[src/hw/rtl/dwsb_pkg.sv]
// ----------------------------------------------------------------------------
// dwsb_pkg
// Shared widths, register indexes, reset values and types for the dual wheel
// speed balancer.
// ----------------------------------------------------------------------------
package dwsb_pkg;

  // field and datapath widths
  localparam int unsigned COUNT_BITS = 32;
  localparam int unsigned DUTY_BITS  = 8;
  localparam int unsigned GAIN_BITS  = 4;
  localparam int unsigned STEP_BITS  = 4;
  localparam int unsigned TGT_BITS   = 8;
  localparam int unsigned CFG_IDX_BITS  = 3;
  localparam int unsigned CFG_DATA_BITS = 8;

  // correction product and signed accumulator widths
  localparam int unsigned CORR_BITS = COUNT_BITS + GAIN_BITS;
  localparam int unsigned ACC_BITS  =
    ((CORR_BITS > DUTY_BITS) ? CORR_BITS : DUTY_BITS) + 3;

  // register indexes
  typedef enum logic [CFG_IDX_BITS-1:0] {
    CfgTargetCount    = 3'd0,
    CfgPwmStep        = 3'd1,
    CfgBoostAmount    = 3'd2,
    CfgBoostThreshold = 3'd3,
    CfgDiffThreshold  = 3'd4,
    CfgBalanceGain    = 3'd5
  } cfg_idx_e;

  // register reset values
  localparam logic [TGT_BITS-1:0]  TargetCountRst    = 8'd0;
  localparam logic [STEP_BITS-1:0] PwmStepRst        = 4'd3;
  localparam logic [STEP_BITS-1:0] BoostAmountRst    = 4'd1;
  localparam logic [TGT_BITS-1:0]  BoostThresholdRst = 8'd12;
  localparam logic [TGT_BITS-1:0]  DiffThresholdRst  = 8'd1;
  localparam logic [GAIN_BITS-1:0] BalanceGainRst    = 4'd1;

  typedef struct packed {
    logic [TGT_BITS-1:0]  target_count;
    logic [STEP_BITS-1:0] pwm_step;
    logic [STEP_BITS-1:0] boost_amount;
    logic [TGT_BITS-1:0]  boost_threshold;
    logic [TGT_BITS-1:0]  diff_threshold;
    logic [GAIN_BITS-1:0] balance_gain;
  } cfg_t;

  typedef struct packed {
    logic [DUTY_BITS-1:0] left_duty;
    logic [DUTY_BITS-1:0] right_duty;
    logic                 idle_forced;
  } res_t;

endpackage

[src/hw/rtl/dwsb_in_if.sv]
// ----------------------------------------------------------------------------
// dwsb_in_if
// Input channel: one beat carries the running left and right encoder counts.
// ----------------------------------------------------------------------------
interface dwsb_in_if;
  logic                             valid;
  logic                             ready;
  logic [dwsb_pkg::COUNT_BITS-1:0]  left_count;
  logic [dwsb_pkg::COUNT_BITS-1:0]  right_count;

  modport source (output valid, output left_count, output right_count, input ready);
  modport sink   (input valid, input left_count, input right_count, output ready);
endinterface

[src/hw/rtl/dwsb_out_if.sv]
// ----------------------------------------------------------------------------
// dwsb_out_if
// Output channel: one beat carries both new duties and the idle flag.
// ----------------------------------------------------------------------------
interface dwsb_out_if;
  logic                            valid;
  logic                            ready;
  logic [dwsb_pkg::DUTY_BITS-1:0]  left_duty;
  logic [dwsb_pkg::DUTY_BITS-1:0]  right_duty;
  logic                            idle_forced;

  modport source (output valid, output left_duty, output right_duty,
                  output idle_forced, input ready);
  modport sink   (input valid, input left_duty, input right_duty,
                  input idle_forced, output ready);
endinterface

[src/hw/rtl/dwsb_core.sv]
// ----------------------------------------------------------------------------
// dwsb_core
// Combinational update step: deltas, step toward target, boost, balancing
// correction, saturation and the idle rule.
// ----------------------------------------------------------------------------
module dwsb_core (
  input  dwsb_pkg::cfg_t                   cfg_i,
  input  logic [dwsb_pkg::COUNT_BITS-1:0]  left_count_i,
  input  logic [dwsb_pkg::COUNT_BITS-1:0]  right_count_i,
  input  logic [dwsb_pkg::COUNT_BITS-1:0]  last_left_i,
  input  logic [dwsb_pkg::COUNT_BITS-1:0]  last_right_i,
  input  logic [dwsb_pkg::DUTY_BITS-1:0]   left_duty_i,
  input  logic [dwsb_pkg::DUTY_BITS-1:0]   right_duty_i,
  output dwsb_pkg::res_t                   res_o
);

  localparam int unsigned CB = dwsb_pkg::COUNT_BITS;
  localparam int unsigned DB = dwsb_pkg::DUTY_BITS;
  localparam int unsigned CW = dwsb_pkg::CORR_BITS;
  localparam int unsigned AW = dwsb_pkg::ACC_BITS;

  logic [CB-1:0]        dl, dr, tgt_ext, bthr_ext, mag;
  logic signed [CB:0]   e, neg_e, thr_s;
  logic [CW-1:0]        corr;
  logic signed [AW-1:0] corr_s, half_s, step_s, boost_s, duty_max_s;
  logic signed [AW-1:0] l_acc, r_acc;
  logic                 over, pos_hit, neg_hit, idle;

  // modular count deltas and wheel difference
  assign dl       = left_count_i - last_left_i;
  assign dr       = right_count_i - last_right_i;
  assign tgt_ext  = CB'(cfg_i.target_count);
  assign bthr_ext = CB'(cfg_i.boost_threshold);
  assign e        = $signed({1'b0, dl}) - $signed({1'b0, dr});
  assign neg_e    = -e;
  assign mag      = e[CB] ? neg_e[CB-1:0] : e[CB-1:0];
  assign thr_s    = $signed((CB+1)'(cfg_i.diff_threshold));
  assign pos_hit  = (e >= thr_s);
  assign neg_hit  = (neg_e >= thr_s);

  // gain-scaled correction
  assign corr       = CW'(mag) * CW'(cfg_i.balance_gain);
  assign corr_s     = $signed(AW'(corr));
  assign half_s     = $signed(AW'(corr >> 1));
  assign step_s     = $signed(AW'(cfg_i.pwm_step));
  assign boost_s    = $signed(AW'(cfg_i.boost_amount));
  assign duty_max_s = $signed(AW'({DB{1'b1}}));
  assign idle       = (dl == '0) && (dr == '0) && (cfg_i.target_count == '0);

  // accumulate both duties in wide signed form
  always_comb begin
    l_acc = $signed(AW'(left_duty_i));
    r_acc = $signed(AW'(right_duty_i));
    over  = 1'b0;
    if (dl < tgt_ext) begin
      l_acc = l_acc + step_s;
    end else if (dl > tgt_ext) begin
      l_acc = l_acc - step_s;
      over  = 1'b1;
    end
    if (dr < tgt_ext) begin
      r_acc = r_acc + step_s;
    end else if (dr > tgt_ext) begin
      r_acc = r_acc - step_s;
      over  = 1'b1;
    end
    // high speed boost on the left wheel
    if ((dl >= bthr_ext) && (cfg_i.target_count > cfg_i.boost_threshold)) begin
      l_acc = l_acc + boost_s;
    end
    // balancing: help the slow wheel, or on overshoot also cut the fast one
    if (!over) begin
      if (pos_hit) begin
        r_acc = r_acc + corr_s;
      end
      if (neg_hit) begin
        l_acc = l_acc + corr_s;
      end
    end else begin
      if (pos_hit) begin
        l_acc = l_acc - corr_s;
        r_acc = r_acc + half_s;
      end
      if (neg_hit) begin
        r_acc = r_acc - corr_s;
        l_acc = l_acc + half_s;
      end
    end
  end

  // saturation and idle override
  always_comb begin
    if (l_acc < 0) begin
      res_o.left_duty = '0;
    end else if (l_acc > duty_max_s) begin
      res_o.left_duty = {DB{1'b1}};
    end else begin
      res_o.left_duty = l_acc[DB-1:0];
    end
    if (r_acc < 0) begin
      res_o.right_duty = '0;
    end else if (r_acc > duty_max_s) begin
      res_o.right_duty = {DB{1'b1}};
    end else begin
      res_o.right_duty = r_acc[DB-1:0];
    end
    res_o.idle_forced = idle;
    if (idle) begin
      res_o.left_duty  = DB'(1);
      res_o.right_duty = DB'(1);
    end
  end

endmodule

[src/hw/rtl/dual_wheel_speed_balancer_top.sv]
// ----------------------------------------------------------------------------
// dual_wheel_speed_balancer_top
// A result passes through the input register and then the result register
// before it is valid on the output channel.
// Throughput: one beat per cycle while the output is not stalled; the stored
// duties and counts update as an item moves from input to result register.
// Reset: stored counts and duties clear to zero, registers take their defaults.
// ----------------------------------------------------------------------------
module dual_wheel_speed_balancer_top (
  input  logic                                  clk_i,
  input  logic                                  rst_ni,
  input  logic                                  cfg_we_i,
  input  logic [dwsb_pkg::CFG_IDX_BITS-1:0]     cfg_idx_i,
  input  logic [dwsb_pkg::CFG_DATA_BITS-1:0]    cfg_wdata_i,
  dwsb_in_if.sink                               in_i,
  dwsb_out_if.source                            out_o
);

  localparam int unsigned CB = dwsb_pkg::COUNT_BITS;
  localparam int unsigned DB = dwsb_pkg::DUTY_BITS;

  dwsb_pkg::cfg_t  cfg_q;
  dwsb_pkg::res_t  res_d, res_q;
  logic [CB-1:0]   lc_q, rc_q, last_l_q, last_r_q;
  logic [DB-1:0]   left_q, right_q;
  logic            v1_q, v2_q;
  logic            in_fire, advance;

  // configuration writes
  always_ff @(posedge clk_i or negedge rst_ni) begin
    if (!rst_ni) begin
      cfg_q.target_count    <= dwsb_pkg::TargetCountRst;
      cfg_q.pwm_step        <= dwsb_pkg::PwmStepRst;
      cfg_q.boost_amount    <= dwsb_pkg::BoostAmountRst;
      cfg_q.boost_threshold <= dwsb_pkg::BoostThresholdRst;
      cfg_q.diff_threshold  <= dwsb_pkg::DiffThresholdRst;
      cfg_q.balance_gain    <= dwsb_pkg::BalanceGainRst;
    end else if (cfg_we_i) begin
      case (cfg_idx_i)
        dwsb_pkg::CfgTargetCount:    cfg_q.target_count    <= cfg_wdata_i;
        dwsb_pkg::CfgPwmStep:        cfg_q.pwm_step        <= cfg_wdata_i[3:0];
        dwsb_pkg::CfgBoostAmount:    cfg_q.boost_amount    <= cfg_wdata_i[3:0];
        dwsb_pkg::CfgBoostThreshold: cfg_q.boost_threshold <= cfg_wdata_i;
        dwsb_pkg::CfgDiffThreshold:  cfg_q.diff_threshold  <= cfg_wdata_i;
        dwsb_pkg::CfgBalanceGain:    cfg_q.balance_gain    <= cfg_wdata_i[3:0];
        default: ;
      endcase
    end
  end

  // handshake between the two register stages
  assign advance    = v1_q && (!v2_q || out_o.ready);
  assign in_i.ready = !v1_q || advance;
  assign in_fire    = in_i.valid && in_i.ready;

  // input register
  always_ff @(posedge clk_i or negedge rst_ni) begin
    if (!rst_ni) begin
      v1_q <= 1'b0;
    end else if (in_i.ready) begin
      v1_q <= in_i.valid;
    end
  end

  always_ff @(posedge clk_i) begin
    if (in_fire) begin
      lc_q <= in_i.left_count;
      rc_q <= in_i.right_count;
    end
  end

  // update step
  dwsb_core u_core (
    .cfg_i         (cfg_q),
    .left_count_i  (lc_q),
    .right_count_i (rc_q),
    .last_left_i   (last_l_q),
    .last_right_i  (last_r_q),
    .left_duty_i   (left_q),
    .right_duty_i  (right_q),
    .res_o         (res_d)
  );

  // stored counts and duties
  always_ff @(posedge clk_i or negedge rst_ni) begin
    if (!rst_ni) begin
      last_l_q <= '0;
      last_r_q <= '0;
      left_q   <= '0;
      right_q  <= '0;
    end else if (advance) begin
      last_l_q <= lc_q;
      last_r_q <= rc_q;
      left_q   <= res_d.left_duty;
      right_q  <= res_d.right_duty;
    end
  end

  // result register
  always_ff @(posedge clk_i or negedge rst_ni) begin
    if (!rst_ni) begin
      v2_q <= 1'b0;
    end else if (advance) begin
      v2_q <= 1'b1;
    end else if (out_o.ready) begin
      v2_q <= 1'b0;
    end
  end

  always_ff @(posedge clk_i) begin
    if (advance) begin
      res_q <= res_d;
    end
  end

  assign out_o.valid       = v2_q;
  assign out_o.left_duty   = res_q.left_duty;
  assign out_o.right_duty  = res_q.right_duty;
  assign out_o.idle_forced = res_q.idle_forced;

`ifndef SYNTH
  // idle rule always shows as both duties at one
  a_idle_duties: assert property (@(posedge clk_i) disable iff (!rst_ni)
    (v2_q && res_q.idle_forced) |-> (res_q.left_duty == DB'(1) &&
                                     res_q.right_duty == DB'(1)))
    else $error("idle result without both duties at one");

  // input stalls only when both stages are full and the output is blocked
  a_stall_cause: assert property (@(posedge clk_i) disable iff (!rst_ni)
    !in_i.ready |-> (v1_q && v2_q && !out_o.ready))
    else $error("input stalled with room in the pipeline");

  // stored duties track the most recent result
  a_state_track: assert property (@(posedge clk_i) disable iff (!rst_ni)
    advance |=> (v2_q && left_q == res_q.left_duty && right_q == res_q.right_duty))
    else $error("stored duties differ from the issued result");

  // stored counts take the item that just moved on
  a_count_track: assert property (@(posedge clk_i) disable iff (!rst_ni)
    advance |=> (last_l_q == $past(lc_q) && last_r_q == $past(rc_q)))
    else $error("stored counts not updated from the advancing item");
`endif

endmodule

[src/flat_wrapper.sv]
// flat-port wrapper written by rule: the top's interface ports become plain ports
module dual_wheel_speed_balancer_top_flat 
  (clk_i, rst_ni, cfg_we_i, cfg_idx_i, cfg_wdata_i, in_i_valid, in_i_left_count, in_i_right_count, in_i_ready, out_o_valid, out_o_left_duty, out_o_right_duty, out_o_idle_forced, out_o_ready);
  dwsb_in_if in_i_i ();
  dwsb_out_if out_o_i ();
  input  logic clk_i;
  input  logic rst_ni;
  input  logic cfg_we_i;
  input  logic [dwsb_pkg::CFG_IDX_BITS-1:0] cfg_idx_i;
  input  logic [dwsb_pkg::CFG_DATA_BITS-1:0] cfg_wdata_i;
  input wire logic [$bits(in_i_i.valid)-1:0] in_i_valid;
  input wire logic [$bits(in_i_i.left_count)-1:0] in_i_left_count;
  input wire logic [$bits(in_i_i.right_count)-1:0] in_i_right_count;
  output wire logic [$bits(in_i_i.ready)-1:0] in_i_ready;
  output wire logic [$bits(out_o_i.valid)-1:0] out_o_valid;
  output wire logic [$bits(out_o_i.left_duty)-1:0] out_o_left_duty;
  output wire logic [$bits(out_o_i.right_duty)-1:0] out_o_right_duty;
  output wire logic [$bits(out_o_i.idle_forced)-1:0] out_o_idle_forced;
  input wire logic [$bits(out_o_i.ready)-1:0] out_o_ready;
  assign in_i_i.valid = in_i_valid;
  assign in_i_i.left_count = in_i_left_count;
  assign in_i_i.right_count = in_i_right_count;
  assign in_i_ready = in_i_i.ready;
  assign out_o_valid = out_o_i.valid;
  assign out_o_left_duty = out_o_i.left_duty;
  assign out_o_right_duty = out_o_i.right_duty;
  assign out_o_idle_forced = out_o_i.idle_forced;
  assign out_o_i.ready = out_o_ready;
  dual_wheel_speed_balancer_top u_core (.clk_i(clk_i), .rst_ni(rst_ni), .cfg_we_i(cfg_we_i), .cfg_idx_i(cfg_idx_i), .cfg_wdata_i(cfg_wdata_i), .in_i(in_i_i), .out_o(out_o_i));
endmodule
[config.mk]
export PLATFORM = sky130hd
export DESIGN_NAME = dual_wheel_speed_balancer_top_flat
export DESIGN_NICKNAME = d
export VERILOG_FILES = /design/src/hw/rtl/dwsb_pkg.sv /design/src/hw/rtl/dwsb_in_if.sv /design/src/hw/rtl/dwsb_out_if.sv /design/src/hw/rtl/dwsb_core.sv /design/src/hw/rtl/dual_wheel_speed_balancer_top.sv /design/src/flat_wrapper.sv
export SDC_FILE = /design/constraint.sdc
export NUM_CORES = 1
export LEC_CHECK = 0
export BUFFER_PORTS_ARGS = -buffer_cell sky130_fd_sc_hd__buf_2
export CORE_MARGIN = 2
export CORE_UTILIZATION = 35
export DETAILED_ROUTE_END_ITERATION = 7
export GPL_ROUTABILITY_DRIVEN = 0
export PLACE_DENSITY = 0.62
export SKIP_LAST_GASP = 1
export SLEW_MARGIN = 15
export SYNTH_ARGS = -nofsm -noshare
export SYNTH_HDL_FRONTEND = slang
export SYNTH_SLANG_ARGS = --single-unit
export TNS_END_PERCENT = 100
[constraint.sdc]
create_clock -name clk_i -period 18.89 [get_ports clk_i]
set_input_delay 1.889 -clock clk_i [delete_from_list [all_inputs] [get_ports clk_i]]
set_output_delay 1.889 -clock clk_i [all_outputs]
set_load 0.01 [all_outputs]
Word-level counts from Yosys, hierarchy flattened
Cells that the tools add are included.
{"block": "word_totals", "register_bits": 199, "inputBits": 80}
{"block": "classes", "n_addsub": 15, "n_mul": 1, "n_lt_le_gt_ge": 12, "n_eq_ne": 5, "n_mux": 27, "reduce_logical": 20}
{"cell": "$mux W39", "count": 15}
{"cell": "$add A39 B36 Y39", "count": 2}
{"cell": "$add A39 B37 Y39", "count": 2}
{"cell": "$gt A39 B9 Y1 const B", "count": 2}
{"cell": "$lt A39 B1 Y1 const B", "count": 2}
{"cell": "$sub A39 B37 Y39", "count": 2}
{"cell": "$ge A33 B9 Y1", "count": 2}
{"cell": "$gt A32 B8 Y1", "count": 2}
{"cell": "$logic_not A32 Y1", "count": 2}
{"cell": "$lt A32 B8 Y1", "count": 2}
{"cell": "$sub A32 B32 Y32", "count": 2}
{"cell": "$add A39 B5 Y39", "count": 1}
{"cell": "$mul A32 B4 Y36", "count": 1}
{"cell": "$neg A33 Y33", "count": 1}
{"cell": "$sub A32 B32 Y33", "count": 1}
{"cell": "$ge A32 B8 Y1", "count": 1}
{"cell": "$mux W32", "count": 1}
{"cell": "$mux W8", "count": 4}
{"cell": "$add A8 B4 Y9", "count": 2}
{"cell": "$sub A8 B4 Y9", "count": 2}
{"cell": "$mux W16", "count": 1}
{"cell": "$reduce_and A2 Y1", "count": 6}
{"cell": "$gt A8 B8 Y1", "count": 1}
{"cell": "$logic_not A8 Y1", "count": 1}
{"cell": "other kinds (9)", "count": 22}

Logic depth before layout (Yosys ltp)
{"block": "logic_depth", "depth_word": 16, "depth_mapped": 72}

Hierarchy
A second synthesis with hierarchy kept.
{"block": "hier_totals", "cells_unflattened": 4520, "hier_area_um2": 34988.6}
{"mod": "dwsb_core", "instances": 1, "cells_each": 4181, "area_per_inst_um2": 28118.2}
{"mod": "dual_wheel_speed_balancer_top", "instances": 1, "cells_each": 339, "area_per_inst_um2": 6870.3}

Least setup slack after synthesis
Ideal clock, no wire load.
{"block": "synth_timing", "path_kind": "reg2reg", "start": "register u_core.lc_q[3]", "end": "register u_core.left_q[6]", "t_arrival_ns": 13.734, "t_required_ns": 18.765, "slack_ns": 5.031, "stages_incl_launch_ff": 65, "n_path_buf": 3, "synth_period_minus_slack_ns": 13.859, "path_cell_list": "edfxtp_1 > ha_1 > a21o_1 > a22o_1 > or3_1 > a21oi_1 > xnor2_1 > ha_1 > or2_2 > o41ai_1 > o311ai_1 > o41ai_1 > nor3_1 > o21ai_1 > nand3_1 > a41o_1 > a41oi_2 > o21a_1 > (+29 left out) > a21oi_1 > ha_1 > clkbuf_1 > a21o_1 > a21oi_1 > nor2_1 > a221oi_1 > a21oi_1 > and3_1 > o211ai_1 > o211ai_1 > o41ai_2 > mux2i_1 > o22ai_1 > nand3b_4 > a211oi_4 > a21oi_2 > mux2_2"}
{"element": "start, declared", "line_no": "dual_wheel_speed_balancer_top.sv:24", "rtl": "logic [CB-1:0] lc_q, rc_q, last_l_q, last_r_q;"}
{"element": "start signal, assigned", "line_no": "dual_wheel_speed_balancer_top.sv:67", "rtl": "lc_q <= in_i.left_count;"}
{"element": "end signal, assigned", "line_no": "dual_wheel_speed_balancer_top.sv:94", "rtl": "left_q <= res_d.left_duty;"}
{"element": "end, declared", "line_no": "dual_wheel_speed_balancer_top.sv:25", "rtl": "logic [DB-1:0] left_q, right_q;"}

==> results.yml <==
status:
  status: "finished, final reports clean"
finish:
  finalNetCount: 5108
  final_area_sq_um: 37290
  area_growth_pct: 6.939
  drive_gt1_frac: 0.07311
  fin_util: 0.3783
synthesis:
  synthTopCellsByArea: "ha_1 (14%), dfrtp_1 (8.0%), edfxtp_1 (7.0%), xnor2_1 (5.7%), a21oi_1 (5.0%)"
  syn-num-nets: 5114
  synthMostInstantiatedCell: "inv_1"
  synthTopCellsByCount: "inv_1 (413), ha_1 (385), nand2_1 (378)"
  avgSynthCellArea_sq_um: 7.622
  yosysSeqAreaShare: 0.1547
  synth_cell_type_count: 122
  synth_edf_count: 81
  syn_inst: 4575
  synth_area_sq_um: 34870
  async_flop_share: 0.5930
  yosys_register_bits: 199
  yosysTopAreaCell: "ha_1"
  yosysWarnings: 0
  synthFlopType: "dfrtp_1"
  synthDominantCellAreaShare: 0.1381
grt:
  global_route.usage.met2: 0.3574
  grt_pass1_vias: 32115
  grtUsageMet1: 0.2939
  grt_antenna_before_repair: 0
  gr-total-overflow: 0
  met3_usage: 0.02767
  grt_pass1_wl_um: 180600
  track_usage: 0.2195
  grt_busiest_layer: "met2"
  grt_max_degree: 71
detailed_routing:
  post-route-drc-count: 0
  vias: 34209
  dr.pass1.iters: 7
  vias_per_cell: 5.828
  wl_per_cell_um: 19.61
  final_antenna_net_count: 0
  drtIter0Drc: 2983
  wirelength_um: 115100
floorplanning:
  ios: 99
  die_w_um: 319.6
  initial_core_util: 0.3538
  die_h_um: 319.6
  rows: 115
  core_sq_um: 98560
  dieArea_sq_um: 102200
clock_network:
  insertion_delay_ns: 0.48
  postCtsSetupBuffers: 0
  cts.sinks: 199
  clockBufferDepth: 2
  cts-resized-gates: 0
  cts_buffers: 17
  cts_root_buf: "clkbuf_16"
  cts_hold_buffers: 0
  htree_levels: 4
  path_clk_slew_ns: 0.10
  cts_tree: "done"
placement:
  port_buffers: 98
  place_area_sq_um: 36650
  dp_hpwl_um: 93520
worst_setup_path:
  r2r_cells: 55
  worstPathArrival_ns: 16.95
  r2r_slack_ns: 2.11
  r2r_start: "u_core.last_r_q[0]"
  cpPeakStageDelay_ns: 1.01
  crit_required_ns: 19.06
  cpMaxStageDelayCell: "xnor2_1"
  cp-end-kind: "flip-flop"
  cp_max_fo: 18
  criticalPathCategory: "flip-flop to flip-flop"
  cp-start-kind: "flip-flop"
  r2r_end: "u_core.out_o.right_duty[0]"
sta:
  max_freq_ghz: 0.05959
  setup-tns-final_ns: 0
  rsz0062_at_grt: "false"
  tightestPinTransition_ns: 1.292
  period_share: 0.8883
  hold_viol: 0
  period_needed_ns: 16.78
  relSlewSlack: 0.1322
  slew_viol_final: 0
  final.setup_skew_ns: 0.02159
  finalSetupViolCount: 0
worst_hold_path:
  hold_depth: 2
  min_from: "u_core.rc_q[26]"
  holdPathEnd: "u_core.last_r_q[26]"
  hp-class: "flip-flop to flip-flop"
flow_run:
  max-cap-violations: 0
## cell type report
class | instances | area [sq um]
diodes | 1 | 2.502
multi-input cells | 3793 | 27260
flip-flops and latches | 199 | 5394
inverters | 416 | 1564
well taps | 1287 | 1610
clock inverters | 15 | 211.5
clock buffers | 17 | 425.4
fillers | 10197 | 61270
repair buffers | 142 | 823.3
## layout by cell type, fill, tap and decap left out, drive strengths merged, types with 20 or more instances in the layout
cell type / n
inv: 423
ha: 385
nand2: 379
a21oi: 360
o21ai: 344
nor2: 324
xnor2: 230
buf: 142
nor3: 127
dfrtp: 111
a21o: 110
nor2b: 107
nand3: 100
and2: 97
xor2: 89
edfxtp: 81
fa: 74
nand2b: 72
o21a: 64
a31oi: 59
a211oi: 57
or3: 53
o211ai: 52
nor4: 50
nand4: 46
o21bai: 44
and3: 39
mux2: 37
o31ai: 33
mux2i: 29
or2: 28
a21boi: 25
o31a: 22
o2111ai: 21
or4: 21
nor3b: 20
a2111oi: 20
## metal layers
layer  wire, um  share of wire
met3       7715          0.067
met1      51230           0.45
met4       4870          0.042
met2      51280           0.45
met5          0              0
## cell families after synthesis
logic type | synth area share
buffers and inverters | 0.06462
AND/OR/NAND/NOR | 0.2210
AO/OA/AOI/OAI | 0.2745
XOR/XNOR | 0.08141
flip-flops | 0.1547
adder cells (fa/ha/maj) | 0.1835
multiplexers | 0.02027
## state kept, by name, indices dropped and copies added (netlist names)
name	cells
u_core.out_o.right_duty	8
u_core.v1_q	1
u_core.rc_q	32
u_core.left_q	8
u_core.out_o.left_duty	8
u_core.last_l_q	32
u_core.lc_q	32
u_core.out_o.idle_forced	1
u_core.out_o.valid	1
u_core.last_r_q	32
u_core.cfg_q	36
u_core.right_q	8
## critical path, delay by kind of cell (launching register included)
| family | cells | cell delay [ns] |
|---|---|---|
| compound gates | 26 | 7.11 |
| simple gates | 14 | 3.49 |
| fa+ha+maj | 7 | 2.65 |
| xor+xnor | 4 | 2.38 |
| flops | 1 | 0.39 |
| mux | 1 | 0.24 |
| buf+inv | 3 | 0.19 |
## metrics by stage
| step | worst slack (ns) | instances | hold WS (ns) |
|---|---|---|---|
| after floorplan | 5.031 | 4575 | 0.4560 |
| after global placement | 2.777 | 5837 | 0.4713 |
| after detailed placement | 2.626 | 5837 | 0.4791 |
| after CTS | 2.546 | 5869 | 0.4979 |
| after global routing | 1.131 | 5869 | 0.5211 |
| final | 2.109 | 5870 | 0.4925 |
## worst max path at each step
stage	startpoint	endpoint	slack, ns	cells after the start
after floorplan	u_core.lc_q[3]	u_core.left_q[6]	5.03	64
after global placement	u_core.last_r_q[0]	u_core.out_o.right_duty[0]	2.78	55
after detailed placement	u_core.last_r_q[0]	u_core.out_o.right_duty[0]	2.63	55
after CTS	u_core.last_r_q[0]	u_core.left_q[6]	2.55	62
after global routing	u_core.last_r_q[0]	u_core.left_q[4]	1.13	63
final	u_core.last_r_q[0]	u_core.out_o.right_duty[0]	2.11	55
Power is not shown: default switching activity piles up to over one toggle a cycle in this logic, so the estimate is an artifact.
